File: src/rtl/directed_triangle_finder_unit_defines.svh
// Assertion macros for the directed triangle finder.
`ifndef DIRECTED_TRIANGLE_FINDER_UNIT_DEFINES_SVH
`define DIRECTED_TRIANGLE_FINDER_UNIT_DEFINES_SVH

// Plain property, clocked on clk_i, off while rst_ni is low.
`define DTF_ASSERT(lbl, prop, msg) \
  lbl: assert property (@(posedge clk_i) disable iff (!rst_ni) (prop)) else $error(msg);

// Same-cycle implication, clocked on clk_i, off while rst_ni is low.
`define DTF_ASSERT_IMPL(lbl, pre, post, msg) \
  lbl: assert property (@(posedge clk_i) disable iff (!rst_ni) (pre) |-> (post)) \
    else $error(msg);

`endif

File: src/rtl/dtf_pkg.sv
// Shared types and constants of the directed triangle finder.
package dtf_pkg;

  localparam int unsigned ROW_W         = 64;
  localparam int unsigned NODE_W        = 6;
  localparam int unsigned CNT_W         = 7;
  localparam int unsigned MAX_NODES_DEF = 64;
  localparam int unsigned MIN_NODES     = 3;
  localparam logic [CNT_W-1:0] NODE_COUNT_RST = 7'd64;

  typedef enum logic [2:0] {
    S_LOAD,
    S_COL,
    S_COLEND,
    S_MID,
    S_MIDEND,
    S_FIN
  } dtf_state_e;

  typedef struct packed {
    logic              hit;
    logic [NODE_W-1:0] node;
  } dtf_hit_t;

endpackage

File: src/rtl/dtf_cfg_if.sv
// Configuration write channel carrying node_count.
interface dtf_cfg_if;
  import dtf_pkg::*;

  logic             valid;
  logic             ready;
  logic [CNT_W-1:0] node_count;

  modport source (output valid, output node_count, input ready);
  modport sink (input valid, input node_count, output ready);
endinterface

File: src/rtl/dtf_row_if.sv
// Input channel carrying one adjacency row per beat.
interface dtf_row_if;
  import dtf_pkg::*;

  logic              valid;
  logic              ready;
  logic [ROW_W-1:0]  row_bits;
  logic [NODE_W-1:0] row_index;

  modport source (output valid, output row_bits, output row_index, input ready);
  modport sink (input valid, input row_bits, input row_index, output ready);
endinterface

File: src/rtl/dtf_res_if.sv
// Result channel carrying the found flag and the cycle nodes.
interface dtf_res_if;
  import dtf_pkg::*;

  logic              valid;
  logic              ready;
  logic              found;
  logic [NODE_W-1:0] first_node;
  logic [NODE_W-1:0] second_node;
  logic [NODE_W-1:0] third_node;

  modport source (output valid, output found, output first_node, output second_node,
                  output third_node, input ready);
  modport sink (input valid, input found, input first_node, input second_node,
                input third_node, output ready);
endinterface

File: src/rtl/dtf_row_mem.sv
// Adjacency row store: one write port, one registered read port.
module dtf_row_mem #(
  parameter int unsigned DEPTH = dtf_pkg::MAX_NODES_DEF,
  parameter int unsigned AW    = 6
) (
  input  logic                     clk_i,
  input  logic                     we_i,
  input  logic [AW-1:0]            waddr_i,
  input  logic [dtf_pkg::ROW_W-1:0] wdata_i,
  input  logic [AW-1:0]            raddr_i,
  output logic [dtf_pkg::ROW_W-1:0] rdata_o
);
  import dtf_pkg::*;

  logic [ROW_W-1:0] mem [DEPTH];
  logic [ROW_W-1:0] rdata_q;

  always_ff @(posedge clk_i) begin
    if (we_i) begin
      mem[waddr_i] <= wdata_i;
    end
    rdata_q <= mem[raddr_i];
  end

  assign rdata_o = rdata_q;
endmodule

File: src/rtl/dtf_cand_unit.sv
// Closing-node test: masks row(b) & column(a), picks the lowest candidate.
module dtf_cand_unit (
  input  logic [dtf_pkg::ROW_W-1:0]  row_i,
  input  logic [dtf_pkg::ROW_W-1:0]  col_i,
  input  logic [dtf_pkg::ROW_W-1:0]  mask_i,
  input  logic [dtf_pkg::NODE_W-1:0] a_i,
  input  logic [dtf_pkg::NODE_W-1:0] b_i,
  output dtf_pkg::dtf_hit_t          hit_o
);
  import dtf_pkg::*;

  logic [ROW_W-1:0] cand;

  always_comb begin
    cand = row_i & col_i & mask_i;
    cand[a_i] = 1'b0;
    cand[b_i] = 1'b0;
    hit_o.hit  = |cand;
    hit_o.node = '0;
    for (int i = ROW_W - 1; i >= 0; i--) begin
      if (cand[i]) begin
        hit_o.node = NODE_W'(i);
      end
    end
  end
endmodule

File: src/rtl/directed_triangle_finder_unit.sv
// Top level of the directed triangle finder: sequencer, column builder, result register.
//
// Usage:
//   cfg_i  : write node_count (3..64, clamped) while idle; always ready.
//   row_i  : one adjacency row per beat; row_index selects the node. A row is
//            taken every cycle while loading. The beat that brings the count of
//            rows to the clamped node_count or past it starts a search and drops row_i.ready.
//   res_o  : one beat per graph: found flag and nodes a, b, c (zeros if none).
// The search is n passes, one per start node a, and ends early when a cycle is
//   found. Each pass sweeps the row memory read port twice: once to build
//   column a, once over middle nodes b. No rows are taken while a search runs.
// The result sits in an output register; loading of the next graph proceeds
// while it waits. If res_o stalls and a second search ends, the block holds
// the new result and keeps row_i.ready low until the register frees.
// Reset: node_count returns to 64, the row count to zero, no result pending.
// Stored rows are not cleared; every row a search reads must have been written.
`include "directed_triangle_finder_unit_defines.svh"

module directed_triangle_finder_unit #(
  parameter int unsigned MAX_NODES = dtf_pkg::MAX_NODES_DEF
) (
  input  logic     clk_i,
  input  logic     rst_ni,
  dtf_cfg_if.sink  cfg_i,
  dtf_row_if.sink  row_i,
  dtf_res_if.source res_o
);
  import dtf_pkg::*;

  localparam int unsigned AW = (MAX_NODES > 1) ? $clog2(MAX_NODES) : 1;
  localparam logic [CNT_W-1:0] NMAX = CNT_W'(MAX_NODES);

  dtf_state_e        state_q, state_d;
  logic [CNT_W-1:0]  node_count_q;
  logic [CNT_W-1:0]  rows_q, rows_d;
  logic [AW-1:0]     a_q, a_d;
  logic [AW-1:0]     cnt_q, cnt_d;
  logic [AW-1:0]     lag_q;
  logic              lag_vld_q, lag_col_q;
  logic              issue;
  logic [MAX_NODES-1:0] col_q, col_d;
  logic [ROW_W-1:0]  nexts_q, nexts_d;
  logic              fnd_q, fnd_d;
  logic [NODE_W-1:0] fb_q, fb_d, fc_q, fc_d;
  logic              res_vld_q, res_vld_d;
  logic              res_found_q, res_found_d;
  logic [NODE_W-1:0] res_a_q, res_a_d, res_b_q, res_b_d, res_c_q, res_c_d;

  logic [CNT_W-1:0]  n_eff;
  logic [AW-1:0]     n_last;
  logic [ROW_W-1:0]  mask;
  logic              in_acc;
  logic              mem_we;
  logic [ROW_W-1:0]  rdata;
  logic [NODE_W-1:0] a6, b6;
  dtf_hit_t          cu_hit;
  logic              hit_now;

  always_comb begin
    if (node_count_q < CNT_W'(MIN_NODES)) begin
      n_eff = CNT_W'(MIN_NODES);
    end else if (node_count_q > NMAX) begin
      n_eff = NMAX;
    end else begin
      n_eff = node_count_q;
    end
  end

  assign n_last = AW'(n_eff - CNT_W'(1));
  assign mask   = {ROW_W{1'b1}} >> (CNT_W'(ROW_W) - n_eff);

  assign cfg_i.ready = 1'b1;
  assign row_i.ready = (state_q == S_LOAD);
  assign in_acc      = row_i.valid && row_i.ready;
  assign mem_we      = in_acc && ({1'b0, row_i.row_index} < NMAX);

  dtf_row_mem #(
    .DEPTH (MAX_NODES),
    .AW    (AW)
  ) u_mem (
    .clk_i   (clk_i),
    .we_i    (mem_we),
    .waddr_i (AW'(row_i.row_index)),
    .wdata_i (row_i.row_bits),
    .raddr_i (cnt_q),
    .rdata_o (rdata)
  );

  assign a6 = NODE_W'(a_q);
  assign b6 = NODE_W'(lag_q);

  dtf_cand_unit u_cand (
    .row_i  (rdata),
    .col_i  (ROW_W'(col_q)),
    .mask_i (mask),
    .a_i    (a6),
    .b_i    (b6),
    .hit_o  (cu_hit)
  );

  assign hit_now = lag_vld_q && !lag_col_q && nexts_q[b6] && (b6 != a6) && cu_hit.hit;

  always_ff @(posedge clk_i or negedge rst_ni) begin
    if (!rst_ni) begin
      state_q      <= S_LOAD;
      node_count_q <= NODE_COUNT_RST;
      rows_q       <= '0;
      a_q          <= '0;
      cnt_q        <= '0;
      lag_vld_q    <= 1'b0;
      lag_col_q    <= 1'b0;
      fnd_q        <= 1'b0;
      res_vld_q    <= 1'b0;
    end else begin
      state_q   <= state_d;
      rows_q    <= rows_d;
      a_q       <= a_d;
      cnt_q     <= cnt_d;
      lag_vld_q <= issue;
      lag_col_q <= (state_q == S_COL);
      fnd_q     <= fnd_d;
      res_vld_q <= res_vld_d;
      if (cfg_i.valid && cfg_i.ready) begin
        node_count_q <= cfg_i.node_count;
      end
    end
  end

  always_ff @(posedge clk_i) begin
    lag_q       <= cnt_q;
    col_q       <= col_d;
    nexts_q     <= nexts_d;
    fb_q        <= fb_d;
    fc_q        <= fc_d;
    res_found_q <= res_found_d;
    res_a_q     <= res_a_d;
    res_b_q     <= res_b_d;
    res_c_q     <= res_c_d;
  end

  always_comb begin
    state_d     = state_q;
    rows_d      = rows_q;
    a_d         = a_q;
    cnt_d       = cnt_q;
    issue       = 1'b0;
    col_d       = col_q;
    nexts_d     = nexts_q;
    fnd_d       = fnd_q;
    fb_d        = fb_q;
    fc_d        = fc_q;
    res_vld_d   = res_vld_q && !res_o.ready;
    res_found_d = res_found_q;
    res_a_d     = res_a_q;
    res_b_d     = res_b_q;
    res_c_d     = res_c_q;

    if (lag_vld_q && lag_col_q) begin
      col_d[lag_q] = rdata[a6];
      if (lag_q == a_q) begin
        nexts_d = rdata;
      end
    end

    case (state_q)
      S_LOAD: begin
        if (in_acc) begin
          if ((rows_q + CNT_W'(1)) >= n_eff) begin
            rows_d  = '0;
            a_d     = '0;
            cnt_d   = '0;
            state_d = S_COL;
          end else begin
            rows_d = rows_q + CNT_W'(1);
          end
        end
      end
      S_COL: begin
        issue = 1'b1;
        if (cnt_q == n_last) begin
          cnt_d   = '0;
          state_d = S_COLEND;
        end else begin
          cnt_d = cnt_q + AW'(1);
        end
      end
      S_COLEND: begin
        state_d = S_MID;
      end
      S_MID: begin
        issue = 1'b1;
        if (hit_now) begin
          fnd_d   = 1'b1;
          fb_d    = b6;
          fc_d    = cu_hit.node;
          cnt_d   = '0;
          state_d = S_FIN;
        end else if (cnt_q == n_last) begin
          cnt_d   = '0;
          state_d = S_MIDEND;
        end else begin
          cnt_d = cnt_q + AW'(1);
        end
      end
      S_MIDEND: begin
        if (hit_now) begin
          fnd_d   = 1'b1;
          fb_d    = b6;
          fc_d    = cu_hit.node;
          state_d = S_FIN;
        end else if (a_q == n_last) begin
          fnd_d   = 1'b0;
          state_d = S_FIN;
        end else begin
          a_d     = a_q + AW'(1);
          state_d = S_COL;
        end
      end
      S_FIN: begin
        if (!res_vld_q || res_o.ready) begin
          res_vld_d   = 1'b1;
          res_found_d = fnd_q;
          res_a_d     = fnd_q ? a6 : '0;
          res_b_d     = fnd_q ? fb_q : '0;
          res_c_d     = fnd_q ? fc_q : '0;
          state_d     = S_LOAD;
        end
      end
      default: begin
        state_d = S_LOAD;
      end
    endcase
  end

  assign res_o.valid       = res_vld_q;
  assign res_o.found       = res_found_q;
  assign res_o.first_node  = res_a_q;
  assign res_o.second_node = res_b_q;
  assign res_o.third_node  = res_c_q;

  `DTF_ASSERT_IMPL(a_res_distinct, res_vld_q && res_found_q,
    (res_a_q != res_b_q) && (res_b_q != res_c_q) && (res_a_q != res_c_q),
    "found cycle has repeated nodes")
  `DTF_ASSERT_IMPL(a_res_zero, res_vld_q && !res_found_q,
    (res_a_q == '0) && (res_b_q == '0) && (res_c_q == '0),
    "empty result carries nonzero nodes")
  `DTF_ASSERT(a_rows_bound, rows_q < NMAX, "row count reached node limit")
  `DTF_ASSERT_IMPL(a_lag_range, lag_vld_q, lag_q <= n_last, "read beyond node count")
endmodule

File: src/flat_wrapper.sv
// flat-port wrapper written by rule: the top's interface ports become plain ports
module directed_triangle_finder_unit_flat import dtf_pkg::*;
#(
  parameter int unsigned MAX_NODES = dtf_pkg::MAX_NODES_DEF
)
  (clk_i, rst_ni, cfg_i_valid, cfg_i_node_count, cfg_i_ready, row_i_valid, row_i_row_bits, row_i_row_index, row_i_ready, res_o_valid, res_o_found, res_o_first_node, res_o_second_node, res_o_third_node, res_o_ready);
  dtf_cfg_if cfg_i_i ();
  dtf_row_if row_i_i ();
  dtf_res_if res_o_i ();
  input  logic clk_i;
  input  logic rst_ni;
  input wire logic [$bits(cfg_i_i.valid)-1:0] cfg_i_valid;
  input wire logic [$bits(cfg_i_i.node_count)-1:0] cfg_i_node_count;
  output wire logic [$bits(cfg_i_i.ready)-1:0] cfg_i_ready;
  input wire logic [$bits(row_i_i.valid)-1:0] row_i_valid;
  input wire logic [$bits(row_i_i.row_bits)-1:0] row_i_row_bits;
  input wire logic [$bits(row_i_i.row_index)-1:0] row_i_row_index;
  output wire logic [$bits(row_i_i.ready)-1:0] row_i_ready;
  output wire logic [$bits(res_o_i.valid)-1:0] res_o_valid;
  output wire logic [$bits(res_o_i.found)-1:0] res_o_found;
  output wire logic [$bits(res_o_i.first_node)-1:0] res_o_first_node;
  output wire logic [$bits(res_o_i.second_node)-1:0] res_o_second_node;
  output wire logic [$bits(res_o_i.third_node)-1:0] res_o_third_node;
  input wire logic [$bits(res_o_i.ready)-1:0] res_o_ready;
  assign cfg_i_i.valid = cfg_i_valid;
  assign cfg_i_i.node_count = cfg_i_node_count;
  assign cfg_i_ready = cfg_i_i.ready;
  assign row_i_i.valid = row_i_valid;
  assign row_i_i.row_bits = row_i_row_bits;
  assign row_i_i.row_index = row_i_row_index;
  assign row_i_ready = row_i_i.ready;
  assign res_o_valid = res_o_i.valid;
  assign res_o_found = res_o_i.found;
  assign res_o_first_node = res_o_i.first_node;
  assign res_o_second_node = res_o_i.second_node;
  assign res_o_third_node = res_o_i.third_node;
  assign res_o_i.ready = res_o_ready;
  directed_triangle_finder_unit #(.MAX_NODES(MAX_NODES)) u_core (.clk_i(clk_i), .rst_ni(rst_ni), .cfg_i(cfg_i_i), .row_i(row_i_i), .res_o(res_o_i));
endmodule
File: config.mk
export PLATFORM = sky130hd
export DESIGN_NAME = directed_triangle_finder_unit_flat
export DESIGN_NICKNAME = d
export VERILOG_FILES = /design/src/rtl/dtf_pkg.sv /design/src/rtl/dtf_cfg_if.sv /design/src/rtl/dtf_row_if.sv /design/src/rtl/dtf_res_if.sv /design/src/rtl/dtf_row_mem.sv /design/src/rtl/dtf_cand_unit.sv /design/src/rtl/directed_triangle_finder_unit.sv /design/src/flat_wrapper.sv
export VERILOG_INCLUDE_DIRS = /design/src /design/src/rtl
export SDC_FILE = /design/constraint.sdc
export NUM_CORES = 2
export LEC_CHECK = 0
export BUFFER_PORTS_ARGS = -buffer_cell sky130_fd_sc_hd__buf_2
export CAP_MARGIN = 20
export CORE_MARGIN = 2
export CORE_UTILIZATION = 25
export DETAILED_ROUTE_END_ITERATION = 10
export HOLD_SLACK_MARGIN = 0.02
export PLACE_DENSITY = 0.43
export SLEW_MARGIN = 0
export SYNTH_ARGS = -nofsm -noshare
export SYNTH_HDL_FRONTEND = slang
export SYNTH_SLANG_ARGS = --single-unit
File: constraint.sdc
create_clock -name clk_i -period 4.96 [get_ports clk_i]
set_clock_uncertainty 0.05 [all_clocks]
set_input_delay 0.496 -clock clk_i [delete_from_list [all_inputs] [get_ports clk_i]]
set_output_delay 0.496 -clock clk_i [all_outputs]
set_load 0.02 [all_outputs]
Yosys cells after proc, flatten, opt, wreduce, memory -nomap -nowiden. Memories as Yosys holds them, arrays and structs flattened. A register that Yosys moved wholly into a read port is not among the register bits. Cells that the tools add are included.

Bits in registers: 198. Bits in latches: 0. Bits in writable memories: 4096. Memory bits (read-only): 0. Output and inout port bits: 22. Word-level logic and storage cells: 195. Memories kept: 1.

Memories: u_core.u_mem.mem (words 64, bits a word 64, read ports 1, clocked after memory_dff 1, write ports 1, RTL line dtf_row_mem.sv:15) `logic [ROW_W-1:0] mem [DEPTH];`.

Add/sub/neg operators: 5. Multiply operators: 0. Divide/modulo/power cells: 0. Magnitude comparators: 7. Equality and inequality tests: 18. Shift-type cells: 1. Multiplexer cells: 101. Bitwise logic cells: 6. Reductions and logical operators: 33.

Operator list (count): 64-bit bitwise AND (4); 6-bit 2-to-1 mux (38); 64-bit NOT (2); 5-bit 2-to-1 mux (16); 64-bit bitwise mux (1); 64-bit OR reduction (1); 64-bit by 7-bit right shift with 64-bit output (first input constant) (1); 3-bit 2-to-1 mux (12); 4-bit 2-to-1 mux (8); 32-bit OR reduction (1); 7-bit 2-to-1 mux (3); 6-bit equality test (3); 3-bit case mux with 6 select lines (1); 6-bit case mux with 3 select lines (1); 16-bit OR reduction (1); 6-bit by 7-bit < comparator with 1-bit output (second input constant) (2); 1-bit 2-to-1 mux (13); 6-bit by 1-bit adder with 6-bit output (second input constant) (2); 1-bit binary-select mux with 6-bit select (2); 1-bit demux with 6-bit select (2); 6-bit by 1-bit >= comparator with 1-bit output (second input constant) (2); 6-bit case mux with 2 select lines (1); 2-bit != test (second input constant) (5); 5-bit AND reduction (2); other kinds (25) (47).

Longest topological paths before layout.
Depth in word-level cells: 71. Mapped depth: 19.

Modules after synthesis. From an unflattened synthesis, not the netlist that was laid out.

Cells, all modules: 7716. Area total of the unflattened synthesis: 168108.7 µm².

Modules (own cells, without submodules): dtf_row_mem (instances 1, cells each 6598, area each 156348.7 µm², seq. area each 124279.2 µm²); directed_triangle_finder_unit (instances 1, cells each 757, area each 9354.0 µm², seq. area each 5721.7 µm²); dtf_cand_unit (instances 1, cells each 361, area each 2406.1 µm², seq. area each 0.0 µm²).

Worst setup path after synthesis. OpenSTA, ideal clock, no wires.

Path type: register -> register. From: register u_core.state_q[2]. To: memory u_core.u_mem.mem[61][0] (enable). Data arrival time: 4.786 ns. Path slack: -0.363 ns. Stages on the path, launching flop included: 7. Path buffers: 2. Period minus slack after synthesis: 5.323 ns. Cells stage by stage: dfrtp_1 clkbuf_1 nor3_1 and2_1 clkbuf_1 nand4b_1 nor2_1.

Word-level cells in the longest chain between the ends: 4.

RTL lines: start: declaration (RTL line directed_triangle_finder_unit.sv:33) `dtf_state_e state_q, state_d;`; start signal: assignment (RTL line directed_triangle_finder_unit.sv:115) `state_q <= state_d;`; 3-bit logical NOT (RTL line directed_triangle_finder_unit.sv:73) `assign row_i.ready = (state_q == S_LOAD);`; net row_i_ready (RTL line flat_wrapper.sv:18) `output wire logic [$bits(row_i_i.ready)-1:0] row_i_ready;`; 1-bit logical AND (RTL line directed_triangle_finder_unit.sv:74) `assign in_acc = row_i.valid && row_i.ready;`; 1-bit 2-to-1 mux (RTL line dtf_row_mem.sv:19) `if (we_i) begin`; 1-bit 2-to-1 mux (implied by the code) (RTL line dtf_row_mem.sv:20) `mem[waddr_i] <= wdata_i;`; end: declaration (RTL line dtf_row_mem.sv:15).

The timed path passes the listed nets, and every way through them passes these cells.

Final worst setup path.
From: register u_core.node_count_q[4]. To: register u_core.fb_q[4] (enable).

Word-level cells in the longest chain between the ends: 11. Elaborated cells on any way between the ends: 12.

RTL lines: start: declaration (RTL line directed_triangle_finder_unit.sv:34) `logic [CNT_W-1:0] node_count_q;`; start signal: assignment (RTL line directed_triangle_finder_unit.sv:124) `node_count_q <= cfg_i.node_count;`; 7-bit > comparator (RTL line directed_triangle_finder_unit.sv:62) `end else if (node_count_q > NMAX) begin`; 7-bit 2-to-1 mux (RTL line directed_triangle_finder_unit.sv:62); 7-bit 2-to-1 mux (*) (RTL line directed_triangle_finder_unit.sv:60) `if (node_count_q < CNT_W'(MIN_NODES)) begin`; 7-bit subtractor (*) (RTL line directed_triangle_finder_unit.sv:70) `assign mask = {ROW_W{1'b1}} >> (CNT_W'(ROW_W) - n_eff);`; 64-bit by 7-bit right shift with 64-bit output (*) (RTL line directed_triangle_finder_unit.sv:70); 64-bit bitwise AND (*) (RTL line dtf_cand_unit.sv:15) `cand = row_i & col_i & mask_i;`; 64-bit bitwise AND (no line) (*) (2 in a row); 64-bit OR reduction (*) (RTL line dtf_cand_unit.sv:18) `hit_o.hit = |cand;`; 1-bit logical AND (*) (RTL line directed_triangle_finder_unit.sv:101) `assign hit_now = lag_vld_q && !lag_col_q && nexts_q[b6] && (b6 != a6) && cu_hit.hit;`; 2-bit AND reduction (no line) (*); end signal: assignment (RTL line directed_triangle_finder_unit.sv:133) `fb_q <= fb_d;`; end: declaration (RTL line directed_triangle_finder_unit.sv:44) `logic [NODE_W-1:0] fb_q, fb_d, fc_q, fc_d;`.

Mark *: on every way between the ends. The rest lies on a longest branch, timed or not. A chain may end at the register's enable or synchronous reset.

==> reports/results.tsv <==
stage	metric	value	unit
outcome	outcome	finished, final reports clean	
synth	synthCells	7107	
synth	synth_top_flop_cell	edfxtp_1	
synth	syn-cell-area	168000	um^2
timing	max_freq	0.213	GHz
detailed_routing	dr.pass1.iters	5	
placement	dp_hpwl	298000	um
synth	synth_area_per_cell	23.7	um^2
pwr	powerDensity	523	nW/um^2
cts	tritoncts	yes	
timing	post-route-period-util	94.8	%
layout	fillers	64672	
layout	final_cell_mix	4255 x edfxtp_1, 1347 x mux4_2, 463 x clkbuf_16	
timing	fin_tns_setup	0	ns
critical_path	crit_top_cell	buf_4	
floorplanning	die_y	825	um
pwr	pwr-share-clk	32.3	%
placement	portBuffers	102	
pwr	ir_drop	0.334	mV
pwr	p_seq_share	40.7	%
cts	post_cts_buffers	0	
pwr	p_sw_share	29.4	%
synth	ys_seq_elements	4358	
detailed_routing	detail-route-antenna-nets	0	
pwr	combinationalPowerShare	27.0	%
layout	drive_above_1_share	33.3	%
grt	grt-ovfl-total	0	
timing	whs	0.125	ns
worst_hold_path	hold_path.class	in -> reg	
timing	finalMaxSlewViolations	0	
pwr	internal_power	74.1	mW
layout	area_growth_syn_to_layout	19.2	%
detailed_routing	drt_iter0_markers	9236	
floorplanning	die_w	825	um
synth	ys_seq_area_share	77.2	%
detailed_routing	viasPerCell	4.80	
detailed_routing	routedWlPerCell	32.3	um
critical_path	critical_path.cell_chain	nor4_1 -> buf_4 -> o21ai_0 -> ha_4 -> or4b_1 -> o211ai_2 -> buf_12 -> nor4_1 -> or4b_4 -> a41oi_2 -> nor4_2 -> buf_4 -> a41oi_4 -> buf_4 -> a21boi_1 -> buf_4	
cts	cts_buffers	458	
synth	synth_cell_types	111	
synth	synthesis.nets	7202	
critical_path	crit_path_max_fanout	28	
cts	worstSkewPairLatency	1.04	ns
grt	grt_pass1_wl	750000	um
grt	grtUsageTotal	15.9	%
detailed_routing	route.vias.total	82334	
detailed_routing	drcViolationCount	0	
grt	grt_pass1_vias	84987	
synth	yosys_warnings	0	
layout	final_common_cell	edfxtp_1	
pwr	total_power	105	mW
synth	synth_edf_count	4255	
timing	rsz0062_at_grt	false	
timing	fin_crit	4.70	ns
cts	clock-sinks	4358	
critical_path	required	5.66	ns
critical_path	endpoint_kind	flop	
pwr	switchingPower	30.8	mW
critical_path	critPathLaunchType	flop	
placement	globalplace.congestion	0.846	
floorplanning	dieArea	680000	um^2
timing	slew_headroom	22.8	%
critical_path	max_stage_delay	0.53	ns
floorplanning	fp.coreArea	671000	um^2
placement	pre_cts_ws	0.0561	ns
critical_path	arrival	5.40	ns
placement	dp_cells	16202	
timing	finalSetupViolations	0	
timing	timing.final.ws_setup	0.257	ns
grt	antenna_found_initial	77	
floorplanning	top_level_ports	104	
cts	clockBufferDepth	4	
synth	ys_async_sr_fraction	0.757	%
cts	htreeDepth	5	
pwr	p_leak	60.5	nW
cts	cts-root-buf	clkbuf_16	
critical_path	critical_path_class	reg -> reg	
floorplanning	initial_core_util	25.1	%
layout	layout.cells.non_filler	17161	
critical_path	cpMaxStageDelayCell	or4b_4	
run	maxCapViolCount	0	
cts	clk_pin_slew	0.06	ns
floorplanning	rows	301	
grt	grt_max_degree	65	
timing	worst_pin_slew	1.16	ns
timing	finalHoldViolations	0	
detailed_routing	routed_wl	555000	um
layout	fin_nets	7898	
[what timing repair did]
item	4_1_cts	5_1_grt
hold buffers	20	29
endpoints found under the hold margin	50	1427
setup endpoints to repair	0	25
gates resized for setup	0	3
[Yosys cell counts, drive strengths merged, types with 12 or more instances]
| master | n | area [um^2] |
|---|---|---|
| edfxtp | 4255 | 128000 |
| mux4 | 1347 | 30300 |
| clkbuf | 252 | 946 |
| nor2 | 190 | 718 |
| nand2 | 138 | 521 |
| buf | 136 | 644 |
| dfxtp | 70 | 1400 |
| o21ai | 64 | 335 |
| a21oi | 51 | 259 |
| a22oi | 39 | 293 |
| and2 | 36 | 225 |
| nand3 | 34 | 170 |
| a221oi | 33 | 295 |
| dfrtp | 32 | 801 |
| nor3 | 26 | 155 |
| inv | 19 | 71.3 |
| nand2b | 18 | 113 |
| nand4 | 18 | 113 |
| nor2b | 15 | 93.8 |
| xnor2 | 15 | 150 |
| a31oi | 14 | 103 |
| nor3b | 14 | 120 |
| a21o | 13 | 97.6 |
| a22o | 13 | 114 |
| and3 | 13 | 81.3 |
| ha | 13 | 163 |
| mux2 | 13 | 146 |
| nor4 | 12 | 126 |
[per-stage QoR]
stage	util (%)	instance area [um^2]
final	29.9	201000
after global routing	29.9	200000
after CTS	29.7	200000
after detailed placement	27.5	185000
after global placement	27.5	185000
after floorplan	-	168000
[power by group through the flow]
stage          clock network (mW)  registers (mW)  logic, mW
2_1_floorplan                   0            42.4       18.2
6_report                     33.9            42.7       28.4
4_1_cts                      34.7            42.7       28.9
3_5_place_dp                    0            43.5       28.8
3_3_place_gp                    0            43.6       28.6
5_1_grt                      36.0            42.7       30.0
[final cells by class]
cell class / count / area (um^2) / area share, %
clock inverter: 254 / 2350 / 1.17
sequential: 4358 / 130000 / 64.8
tap: 8938 / 11200 / 5.58
timing repair buffer: 624 / 7340 / 3.66
antenna: 28 / 70.1 / 0.0349
clock buffer: 598 / 12300 / 6.15
multi-input combinational: 2342 / 37200 / 18.5
inverter: 19 / 71.3 / 0.0356
[worst max-delay path, delay by kind of cell (launching register included)]
kind	cells	cell delay (ns)
fa+ha+maj	1	0.33
simple gates	5	1.25
buf+inv	5	0.98
compound gates	5	1.42
flops	1	0.36
[kinds of logic (layout without fill, tap and decap cells)]
logic type	after synthesis	in the layout	share of synthesized area (%)
xor+xnor	24	24	0.141
buf+inv	407	1495	0.987
fa+ha+maj	13	13	0.0966
other cells	1	29	0.00223
compound gates	363	363	1.63
flops	4358	4358	77.2
simple gates	570	570	1.73
mux	1371	1371	18.2
[flip-flops by register name, indices dropped and copies added, names as in the netlist]
| register | cells |
|---|---|
| u_core.u_mem.mem | 4096 |
| u_core.cnt_q | 6 |
| u_core.state_q | 3 |
| u_core.b6 | 6 |
| u_core.res_o.second_node | 6 |
| u_core.res_o.found | 1 |
| u_core.rows_q | 7 |
| u_core.nexts_q | 64 |
| u_core.fnd_q | 1 |
| u_core.res_o.first_node | 6 |
| u_core.a6 | 6 |
| u_core.node_count_q | 7 |
| u_core.fb_q | 6 |
| u_core.col_q | 64 |
| u_core.fc_q | 6 |
| u_core.res_o.valid | 1 |
| u_core.u_mem.rdata_o | 64 |
| u_core.lag_vld_q | 1 |
| u_core.lag_col_q | 1 |
| u_core.res_o.third_node | 6 |
[path summary, 6_finish.rpt]
check | cells past startpoint | endpoint | slack, ns | start
worst max-delay path | 16 | u_core.fb_q[4] | 0.26 | u_core.node_count_q[4]
worst min-delay path | 1 | u_core.u_mem.mem[56][42] | 0.13 | row_i_row_bits[42]
worst max register to register | 16 | u_core.fb_q[4] | 0.26 | u_core.node_count_q[4]
worst min register to register | 2 | u_core.rows_q[6] | 0.47 | u_core.rows_q[6]
max in group asynchronous | 4 | u_core.cnt_q[0] | 4.01 | rst_ni
min in group asynchronous | 3 | u_core.cnt_q[1] | 0.39 | rst_ni
[layer usage]
metal | global-route usage [%] | vias to the layer above | part of all wire, %
met1 | 21.9 | 46500 | 43
met2 | 26.5 | 2848 | 49
met4 | 3.22 | 28 | 2.1
met3 | 2.58 | 683 | 5.9
met5 | 0 | - | 0.031
li1 | - | 32275 | -
Note: power is estimated with default switching activity, not from simulation.
